## src/lru_linked_list_tracker_defines.svh

```systemverilog
`ifndef LRU_LINKED_LIST_TRACKER_DEFINES_SVH
`define LRU_LINKED_LIST_TRACKER_DEFINES_SVH

// clocked check, off while reset is asserted
`define LRU_ASSERT(lbl, prop) \
	lbl: assert property (@(posedge clk) disable iff (!arst_n) prop) \
		else $error("lru tracker check failed");

// clocked check that also holds during reset
`define LRU_ASSERT_ALWAYS(lbl, prop) \
	lbl: assert property (@(posedge clk) prop) \
		else $error("lru tracker check failed");

`endif

```

## src/lru_pkg.sv

```systemverilog
`default_nettype none

package lru_pkg;

	localparam int IDX_W           = 8;
	localparam int SLOT_LIMIT      = 256;
	localparam int ENTRY_COUNT_DEF = 255;

	typedef enum logic [1:0] {
		REQ_APPEND = 2'd0,
		REQ_REMOVE = 2'd1,
		REQ_MOVE   = 2'd2,
		REQ_QUERY  = 2'd3
	} req_t;

	typedef enum logic [1:0] {
		STAT_OK     = 2'd0,
		STAT_LISTED = 2'd1,
		STAT_ABSENT = 2'd2
	} status_t;

	typedef enum logic [1:0] {
		S_IDLE   = 2'd0,
		S_DECODE = 2'd1,
		S_LINK   = 2'd2
	} fsm_state_t;

	typedef struct packed {
		logic    load;
		logic    link;
		logic    unlink;
		logic    finish;
		status_t code;
	} ctl_cmd_t;

	typedef struct packed {
		logic valid;
		logic listed;
	} dp_stat_t;

	function automatic int slot_depth(input int ec);
		return (ec >= SLOT_LIMIT) ? SLOT_LIMIT : ec + 1;
	endfunction

	function automatic int addr_width(input int depth);
		return $clog2(depth);
	endfunction

endpackage

`default_nettype wire

```

## src/lru_linked_list_tracker.sv

```systemverilog
// lru_linked_list_tracker: eviction-order tracker kept as a doubly linked list
// of numbered entries, head is the oldest entry and tail the newest.
// request channel: req_type and entry_index are taken at a rising edge with
// start high and busy low. req_type selects append at tail, remove, move to
// tail or query only.
// result channel: done is high for exactly one cycle per request; during that
// cycle head_index, tail_index (0 when the list is empty) and status hold the
// answer. the receiver cannot stall, so every result must be taken then.
// the result cycle follows the DECODE state for append, remove, query and
// error cases, and the LINK state after DECODE for a successful move. a new
// request may be accepted in the result cycle; busy is high in DECODE and
// LINK. the entry's links are read from the link memories at the accepting
// edge; unlinking and relinking each use the single write port of those
// memories, unlinking in DECODE, relinking in DECODE (append) or LINK (move).
// reset: asynchronous, empties the list (head and tail 0, all membership bits
// cleared) at once; no clearing pass is needed and requests are taken right
// after reset is released.
`default_nettype none
`include "lru_linked_list_tracker_defines.svh"

module lru_linked_list_tracker import lru_pkg::*; #(
	parameter int ENTRY_COUNT = ENTRY_COUNT_DEF
) (
	input  wire logic             clk,
	input  wire logic             arst_n,
	input  wire logic             start,
	output logic                  busy,
	input  wire logic [1:0]       req_type,
	input  wire logic [IDX_W-1:0] entry_index,
	output logic                  done,
	output logic      [IDX_W-1:0] head_index,
	output logic      [IDX_W-1:0] tail_index,
	output logic      [1:0]       status
);

	ctl_cmd_t cmd;
	dp_stat_t stat;

	lru_ctrl u_ctrl (
		.clk     (clk),
		.arst_n  (arst_n),
		.start   (start),
		.req_type(req_type),
		.stat    (stat),
		.busy    (busy),
		.cmd     (cmd)
	);

	lru_dpath #(
		.ENTRY_COUNT(ENTRY_COUNT)
	) u_dpath (
		.clk        (clk),
		.arst_n     (arst_n),
		.entry_index(entry_index),
		.cmd        (cmd),
		.stat       (stat),
		.done       (done),
		.head_index (head_index),
		.tail_index (tail_index),
		.status     (status)
	);

	`LRU_ASSERT(a_accept_busy, (start && !busy) |=> busy)
	`LRU_ASSERT(a_done_idle, done |-> !busy)
	`LRU_ASSERT(a_done_spaced, done |=> !done)
	`LRU_ASSERT(a_empty_both, (head_index == '0) == (tail_index == '0))

endmodule

`default_nettype wire

```

## src/lru_ram.sv

```systemverilog
`default_nettype none

module lru_ram #(
	parameter int WIDTH  = 8,
	parameter int DEPTH  = 256,
	parameter int ADDR_W = $clog2(DEPTH)
) (
	input  wire logic              clk,
	input  wire logic              wr_en,
	input  wire logic [ADDR_W-1:0] wr_addr,
	input  wire logic [WIDTH-1:0]  wr_data,
	input  wire logic [ADDR_W-1:0] rd_addr,
	output logic      [WIDTH-1:0]  rd_data
);

	logic [WIDTH-1:0] mem_q [DEPTH];

	always_ff @(posedge clk) begin
		if (wr_en) begin
			mem_q[wr_addr] <= wr_data;
		end
		rd_data <= mem_q[rd_addr];
	end

endmodule

`default_nettype wire

```

## src/lru_ctrl.sv

```systemverilog
`default_nettype none

module lru_ctrl import lru_pkg::*; (
	input  wire logic       clk,
	input  wire logic       arst_n,
	input  wire logic       start,
	input  wire logic [1:0] req_type,
	input  wire dp_stat_t   stat,
	output logic            busy,
	output ctl_cmd_t        cmd
);

	fsm_state_t state_q, state_d;
	req_t       req_q;

	always_ff @(posedge clk or negedge arst_n) begin
		if (!arst_n) begin
			state_q <= S_IDLE;
		end else begin
			state_q <= state_d;
		end
	end

	always_ff @(posedge clk) begin
		if (cmd.load) begin
			req_q <= req_t'(req_type);
		end
	end

	// next state
	always_comb begin
		state_d = state_q;
		unique case (state_q)
			S_IDLE: begin
				if (start) begin
					state_d = S_DECODE;
				end
			end
			S_DECODE: begin
				if (req_q == REQ_MOVE && stat.valid && stat.listed) begin
					state_d = S_LINK;
				end else begin
					state_d = S_IDLE;
				end
			end
			S_LINK: state_d = S_IDLE;
			default: state_d = S_IDLE;
		endcase
	end

	// outputs
	always_comb begin
		busy       = 1'b1;
		cmd.load   = 1'b0;
		cmd.link   = 1'b0;
		cmd.unlink = 1'b0;
		cmd.finish = 1'b0;
		cmd.code   = STAT_OK;
		unique case (state_q)
			S_IDLE: begin
				busy     = 1'b0;
				cmd.load = start;
			end
			S_DECODE: begin
				if (req_q == REQ_QUERY) begin
					cmd.finish = 1'b1;
				end else if (!stat.valid) begin
					cmd.finish = 1'b1;
					cmd.code   = STAT_ABSENT;
				end else begin
					case (req_q) inside
						REQ_APPEND: begin
							cmd.finish = 1'b1;
							if (stat.listed) begin
								cmd.code = STAT_LISTED;
							end else begin
								cmd.link = 1'b1;
							end
						end
						REQ_REMOVE, REQ_MOVE: begin
							if (!stat.listed) begin
								cmd.finish = 1'b1;
								cmd.code   = STAT_ABSENT;
							end else begin
								cmd.unlink = 1'b1;
								cmd.finish = (req_q == REQ_REMOVE);
							end
						end
						default: cmd.finish = 1'b1;
					endcase
				end
			end
			S_LINK: begin
				cmd.link   = 1'b1;
				cmd.finish = 1'b1;
			end
			default: busy = 1'b1;
		endcase
	end

endmodule

`default_nettype wire

```

## src/lru_dpath.sv

```systemverilog
`default_nettype none

module lru_dpath import lru_pkg::*; #(
	parameter int ENTRY_COUNT = ENTRY_COUNT_DEF
) (
	input  wire logic             clk,
	input  wire logic             arst_n,
	input  wire logic [IDX_W-1:0] entry_index,
	input  wire ctl_cmd_t         cmd,
	output dp_stat_t              stat,
	output logic                  done,
	output logic      [IDX_W-1:0] head_index,
	output logic      [IDX_W-1:0] tail_index,
	output logic      [1:0]       status
);

	localparam int DEPTH  = slot_depth(ENTRY_COUNT);
	localparam int ADDR_W = addr_width(DEPTH);

	logic [IDX_W-1:0]  idx_q;
	logic [ADDR_W-1:0] idx_s;
	logic [ADDR_W-1:0] head_q, tail_q;
	logic [DEPTH-1:0]  member_q;
	status_t           status_q;
	logic              done_q;

	logic [ADDR_W-1:0] prev_rd, next_rd;
	logic [ADDR_W-1:0] p_lnk, n_lnk;
	logic              prev_we, next_we;
	logic [ADDR_W-1:0] prev_wa, prev_wd, next_wa, next_wd;
	logic              idx_ok;

	assign idx_s  = idx_q[ADDR_W-1:0];
	assign idx_ok = (idx_q != '0) && (int'(idx_q) <= ENTRY_COUNT);

	assign stat.valid  = idx_ok;
	assign stat.listed = idx_ok && member_q[idx_s];

	// head has no predecessor and tail no successor, whatever the links hold
	assign p_lnk = (idx_s == head_q) ? '0 : prev_rd;
	assign n_lnk = (idx_s == tail_q) ? '0 : next_rd;

	always_comb begin
		prev_we = 1'b0;
		prev_wa = idx_s;
		prev_wd = tail_q;
		next_we = 1'b0;
		next_wa = tail_q;
		next_wd = idx_s;
		if (cmd.link) begin
			prev_we = 1'b1;
			next_we = (tail_q != '0);
		end else if (cmd.unlink) begin
			next_we = (p_lnk != '0);
			next_wa = p_lnk;
			next_wd = n_lnk;
			prev_we = (n_lnk != '0);
			prev_wa = n_lnk;
			prev_wd = p_lnk;
		end
	end

	lru_ram #(
		.WIDTH (ADDR_W),
		.DEPTH (DEPTH),
		.ADDR_W(ADDR_W)
	) u_prev_ram (
		.clk    (clk),
		.wr_en  (prev_we),
		.wr_addr(prev_wa),
		.wr_data(prev_wd),
		.rd_addr(entry_index[ADDR_W-1:0]),
		.rd_data(prev_rd)
	);

	lru_ram #(
		.WIDTH (ADDR_W),
		.DEPTH (DEPTH),
		.ADDR_W(ADDR_W)
	) u_next_ram (
		.clk    (clk),
		.wr_en  (next_we),
		.wr_addr(next_wa),
		.wr_data(next_wd),
		.rd_addr(entry_index[ADDR_W-1:0]),
		.rd_data(next_rd)
	);

	always_ff @(posedge clk or negedge arst_n) begin
		if (!arst_n) begin
			head_q   <= '0;
			tail_q   <= '0;
			member_q <= '0;
			done_q   <= 1'b0;
		end else begin
			done_q <= cmd.finish;
			if (cmd.link) begin
				if (tail_q == '0) begin
					head_q <= idx_s;
				end
				tail_q          <= idx_s;
				member_q[idx_s] <= 1'b1;
			end else if (cmd.unlink) begin
				if (p_lnk == '0) begin
					head_q <= n_lnk;
				end
				if (n_lnk == '0) begin
					tail_q <= p_lnk;
				end
				member_q[idx_s] <= 1'b0;
			end
		end
	end

	always_ff @(posedge clk) begin
		if (cmd.load) begin
			idx_q <= entry_index;
		end
		if (cmd.finish) begin
			status_q <= cmd.code;
		end
	end

	assign done       = done_q;
	assign head_index = IDX_W'(head_q);
	assign tail_index = IDX_W'(tail_q);
	assign status     = status_q;

endmodule

`default_nettype wire

```

## config.mk

```make
export PLATFORM = sky130hd
export DESIGN_NAME = lru_linked_list_tracker
export DESIGN_NICKNAME = d
export VERILOG_FILES = /design/src/lru_pkg.sv /design/src/lru_linked_list_tracker.sv /design/src/lru_ram.sv /design/src/lru_ctrl.sv /design/src/lru_dpath.sv
export VERILOG_INCLUDE_DIRS = /design/src /design/src/src
export SDC_FILE = /design/constraint.sdc
export NUM_CORES = 2
export LEC_CHECK = 0
export BUFFER_PORTS_ARGS = -buffer_cell sky130_fd_sc_hd__buf_2
export CAP_MARGIN = 5
export CORE_UTILIZATION = 30
export DETAILED_ROUTE_END_ITERATION = 8
export PLACE_DENSITY = 0.5
export SETUP_SLACK_MARGIN = 0.5
export SLEW_MARGIN = 5
export SYNTH_ARGS = -nofsm -noshare
export SYNTH_HDL_FRONTEND = slang
export SYNTH_SLANG_ARGS = --single-unit
export TNS_END_PERCENT = 5
```

## constraint.sdc

```tcl
create_clock -name clk -period 20.4 [get_ports clk]
set_clock_uncertainty 0.15 [all_clocks]
set_input_delay 1.02 -clock clk [delete_from_list [all_inputs] [get_ports clk]]
set_output_delay 1.02 -clock clk [all_outputs]
set_load 0.01 [all_outputs]
```

==> run_results.csv <==
group,metric,value,unit
synthesis,yosysMostFrequentCell,"edfxtp_1",
die,initial_core_util,0.302,
timing,setup_viol,0,
timing,max_freq,0.128,GHz
die,row_count,280,
pwr,finalPower,21.6,mW
routing,vias,85200,
run_status,outcome,"complete, no violations",
clock_tree,clock_latency,1.05,ns
timing,worst_hold_slack,0.152,ns
synthesis,ys_dominant_reg_cell,"edfxtp_1",
routing,drcViolationCount,0,
worst_setup_path,critPathKind,"reg2reg",
job,maxCapViolations,0,
cells_and_area,syn_to_final_growth,13.5,%
worst_hold_path,min_path_type,"in2reg",
global_route,antenna_found_initial,29,
synthesis,ys_top_cells_by_area,"edfxtp_1, mux4_2, dfrtp_1",
worst_setup_path,crit_path_cell_trace,"nor2b_2 > buf_4 > a22oi_1 > nand3_1 > nand4_1 > a22oi_1 > a22oi_2 > nand2_4 > buf_12 > nand2_1 > o21ai_4 > buf_4 > buf_4 > buf_4",
worst_setup_path,crit_path_max_incr_delay,0.93,ns
timing,fin_crit,7.80,ns
global_route,grt_first_pass_wirelength,679,mm
global_route,grt_overflow,0,
timing,worst_slew_margin_rel,0.0970,
worst_setup_path,r2r-end,"u_dpath.u_prev_ram.mem_q[55][1]$_DFFE_PP_",
die,dieHeight,767,µm
clock_tree,holdBufCountCts,1,
pwr,ir_drop,119,µV
worst_setup_path,worstPathRequired,20.87,ns
synthesis,yosysWarnings,0,
pwr,switching_share,0.261,
pwr,clockPowerShare,0.369,
clock_tree,numCtsBuffers,433,
pwr,pwr-share-comb,0.121,
clock_tree,clockBufferDepth,4,
routing,drtIter0Drc,8521,
synthesis,ys_seq_area_frac,0.743,
timing,worst_pin_slew,1.35,ns
worst_setup_path,r2r_start,"u_dpath.idx_q[1]$_DFFE_PP_",
clock_tree,post_cts_resized,0,
synthesis,yosys.area.top_type,"edfxtp_1",
global_route,grt.total_usage,0.157,
synthesis,ys_top_cells_by_count,"edfxtp_1, mux4_2, nor2_1",
placement,port_buffers,32,
routing,wl,474,mm
worst_setup_path,crit_buf_inv,5,
placement,place_congestion,0.813,
pwr,power.density,109,nW/µm²
synthesis,yosys.cell_types.count,75,
routing,ant_nets,0,
pwr,p_switching,5.65,mW
clock_tree,cts_root_buf,"clkbuf_16",
clock_tree,clkSlewWorstSetupHoldPaths,0.06,ns
worst_setup_path,rrSetupSlack,12.60,ns
die,die_w,767,µm
placement,dp_hpwl,291,mm
worst_setup_path,crit_path_end_kind,"register",
clock_tree,cts_tree,"built",
pwr,seq_power_share,0.510,
worst_setup_path,cpMostUsedCell,"buf_4",
synthesis,synth_top_area_share,0.702,
cells_and_area,layout.nets,8499,
worst_setup_path,critPathLaunchType,"register",
clock_tree,cts.sinks,4399,
worst_setup_path,crit_path_max_fanout,104,
die,ios,33,
synthesis,synth_cells,8341,
routing,drt_pass1_iterations,6,
synthesis,syn_area,176000,µm²
timing,rsz0062_at_grt,"false",
timing,hold_viol,0,
die,dieArea,589000,µm²
routing,routedWlPerCell,28.6,µm
worst_setup_path,cpMaxStageDelayCell,"buf_4",
routing,viasPerCell,5.13,
worst_setup_path,timing.critical_path.max_delay_family,"buffers and inverters",
synthesis,ys_ff_latch,4399,
worst_setup_path,reg2regPathDepth,14,
worst_setup_path,arrival,8.27,ns
clock_tree,htree_levels,5,
timing,fin_crit_sh,0.382,
cells_and_area,utilization,0.342,
timing,tns,0,ns
synthesis,synth_edf_count,4108,
synthesis,synth.avg_cell_area,21.1,µm²
global_route,first_global_vias,88600,
pwr,leakage,61.7,nW
die,fp.coreArea,583000,µm²
pwr,power.internal,16.0,mW
worst_hold_path,min_to,"u_ctrl.state_q[0]$_DFFE_PN0P_",
global_route,grt_max_degree,241,
worst_hold_path,worstHoldStart,"start",
synthesis,synthArstFlopShare,0.0625,
cells_and_area,drive_gt1_frac,0.262,
clock_tree,cts_setup_buffers,0,
worst_hold_path,hold_depth,3,
timing,slew_violations,0,
==> worst max-delay path by stage <==
stage | start | to | slack (ns) | cells past startpoint
after global routing | u_dpath.idx_q[6]$_DFFE_PP_ | u_dpath.u_prev_ram.mem_q[55][1]$_DFFE_PP_ | 12.21 | 12
after CTS | u_dpath.idx_q[6]$_DFFE_PP_ | u_dpath.u_prev_ram.mem_q[55][1]$_DFFE_PP_ | 12.68 | 12
final | u_dpath.idx_q[1]$_DFFE_PP_ | u_dpath.u_prev_ram.mem_q[55][1]$_DFFE_PP_ | 12.60 | 14
after detailed placement | u_dpath.idx_q[0]$_DFFE_PP_ | u_dpath.u_prev_ram.mem_q[54][1]$_DFFE_PP_ | 12.67 | 14
after global placement | entry_index[1] | u_dpath.u_prev_ram.rd_data[5]$_DFF_P_ | 12.92 | 9
after floorplan | u_dpath.idx_q[2]$_DFFE_PP_ | u_dpath.u_next_ram.mem_q[0][5]$_DFFE_PP_ | 5.52 | 14
==> cell usage in the layout (no fill, tap or decap), types with 41 or more instances in the layout <==
| cell type | n |
|---|---|
| nor2_1 | 764 |
| mux4_2 | 1376 |
| clkinv_2 | 69 |
| mux2i_1 | 223 |
| nand2_1 | 378 |
| nand3_1 | 55 |
| clkbuf_1 | 91 |
| buf_4 | 186 |
| clkbuf_16 | 437 |
| dfrtp_1 | 275 |
| o2bb2ai_1 | 222 |
| clkinv_1 | 97 |
| edfxtp_1 | 4108 |
| a21oi_1 | 42 |
| bufinv_16 | 41 |
==> tightest hold or removal path, stage by stage <==
cell and delay [ns]:
buf_2 0.11, nor2_1 0.04, nor2_1 0.08
==> layout make-up <==
class,count,area (µm²)
diodes,10,25.0
clock buffers,536,11400
clock inverters,264,2680
fillers,53900,383000
inverters,16,60.1
multi-input cells,3399,43100
flip-flops and latches,4399,131000
well taps,7755,9700
repair buffers,230,1860
==> metal layers <==
layer | GRT usage | routed length (µm)
met1 | 0.219 | 203000
met2 | 0.256 | 227000
met3 | 0.0304 | 31700
met4 | 0.0365 | 11600
met5 | 0 | 86
==> power groups by stage <==
stage / logic [mW] / registers (mW) / clock network (mW)
finish: 2.62 / 11.0 / 7.99
global route: 2.79 / 11.0 / 8.46
CTS: 2.67 / 11.0 / 8.17
detailed placement: 2.67 / 11.2 / 0
global placement: 2.56 / 11.2 / 0
floorplan: 1.38 / 11.9 / 0
==> cell families after synthesis <==
logic type | Yosys count | synth area share
DFF | 4399 | 0.743
buffers and inverters | 550 | 0.0138
muxes | 1613 | 0.190
xor gates and xnor gates | 16 | 0.000797
AOI/OAI and AO/OA | 433 | 0.0201
other | 1 | 0.0000213
adders and majority gates | 7 | 0.000498
and+or+nand+nor | 1322 | 0.0319
==> flip-flops by register name, indices dropped and copies added (netlist names), named ones only <==
| signal | count |
|---|---|
| u_dpath.u_next_ram.mem_q | 2048 |
| u_dpath.u_prev_ram.mem_q | 2048 |
| u_dpath.head_index | 8 |
| u_dpath.idx_q | 8 |
| u_dpath.tail_index | 8 |
| u_dpath.u_next_ram.rd_data | 8 |
| u_dpath.u_prev_ram.rd_data | 8 |
| u_ctrl.req_q | 2 |
| u_ctrl.state_q | 2 |
| u_dpath.status | 2 |
| u_dpath.done | 1 |
==> stage by stage <==
stage	setup slack, ns	area, µm²	instances
final	12.60	199000	16600
after global routing	12.21	199000	16600
after CTS	12.68	199000	16600
after detailed placement	12.67	185000	15800
after global placement	12.92	185000	15800
after floorplan	5.52	176000	8348
No activity file was read; power rests on OpenSTA's default activity.
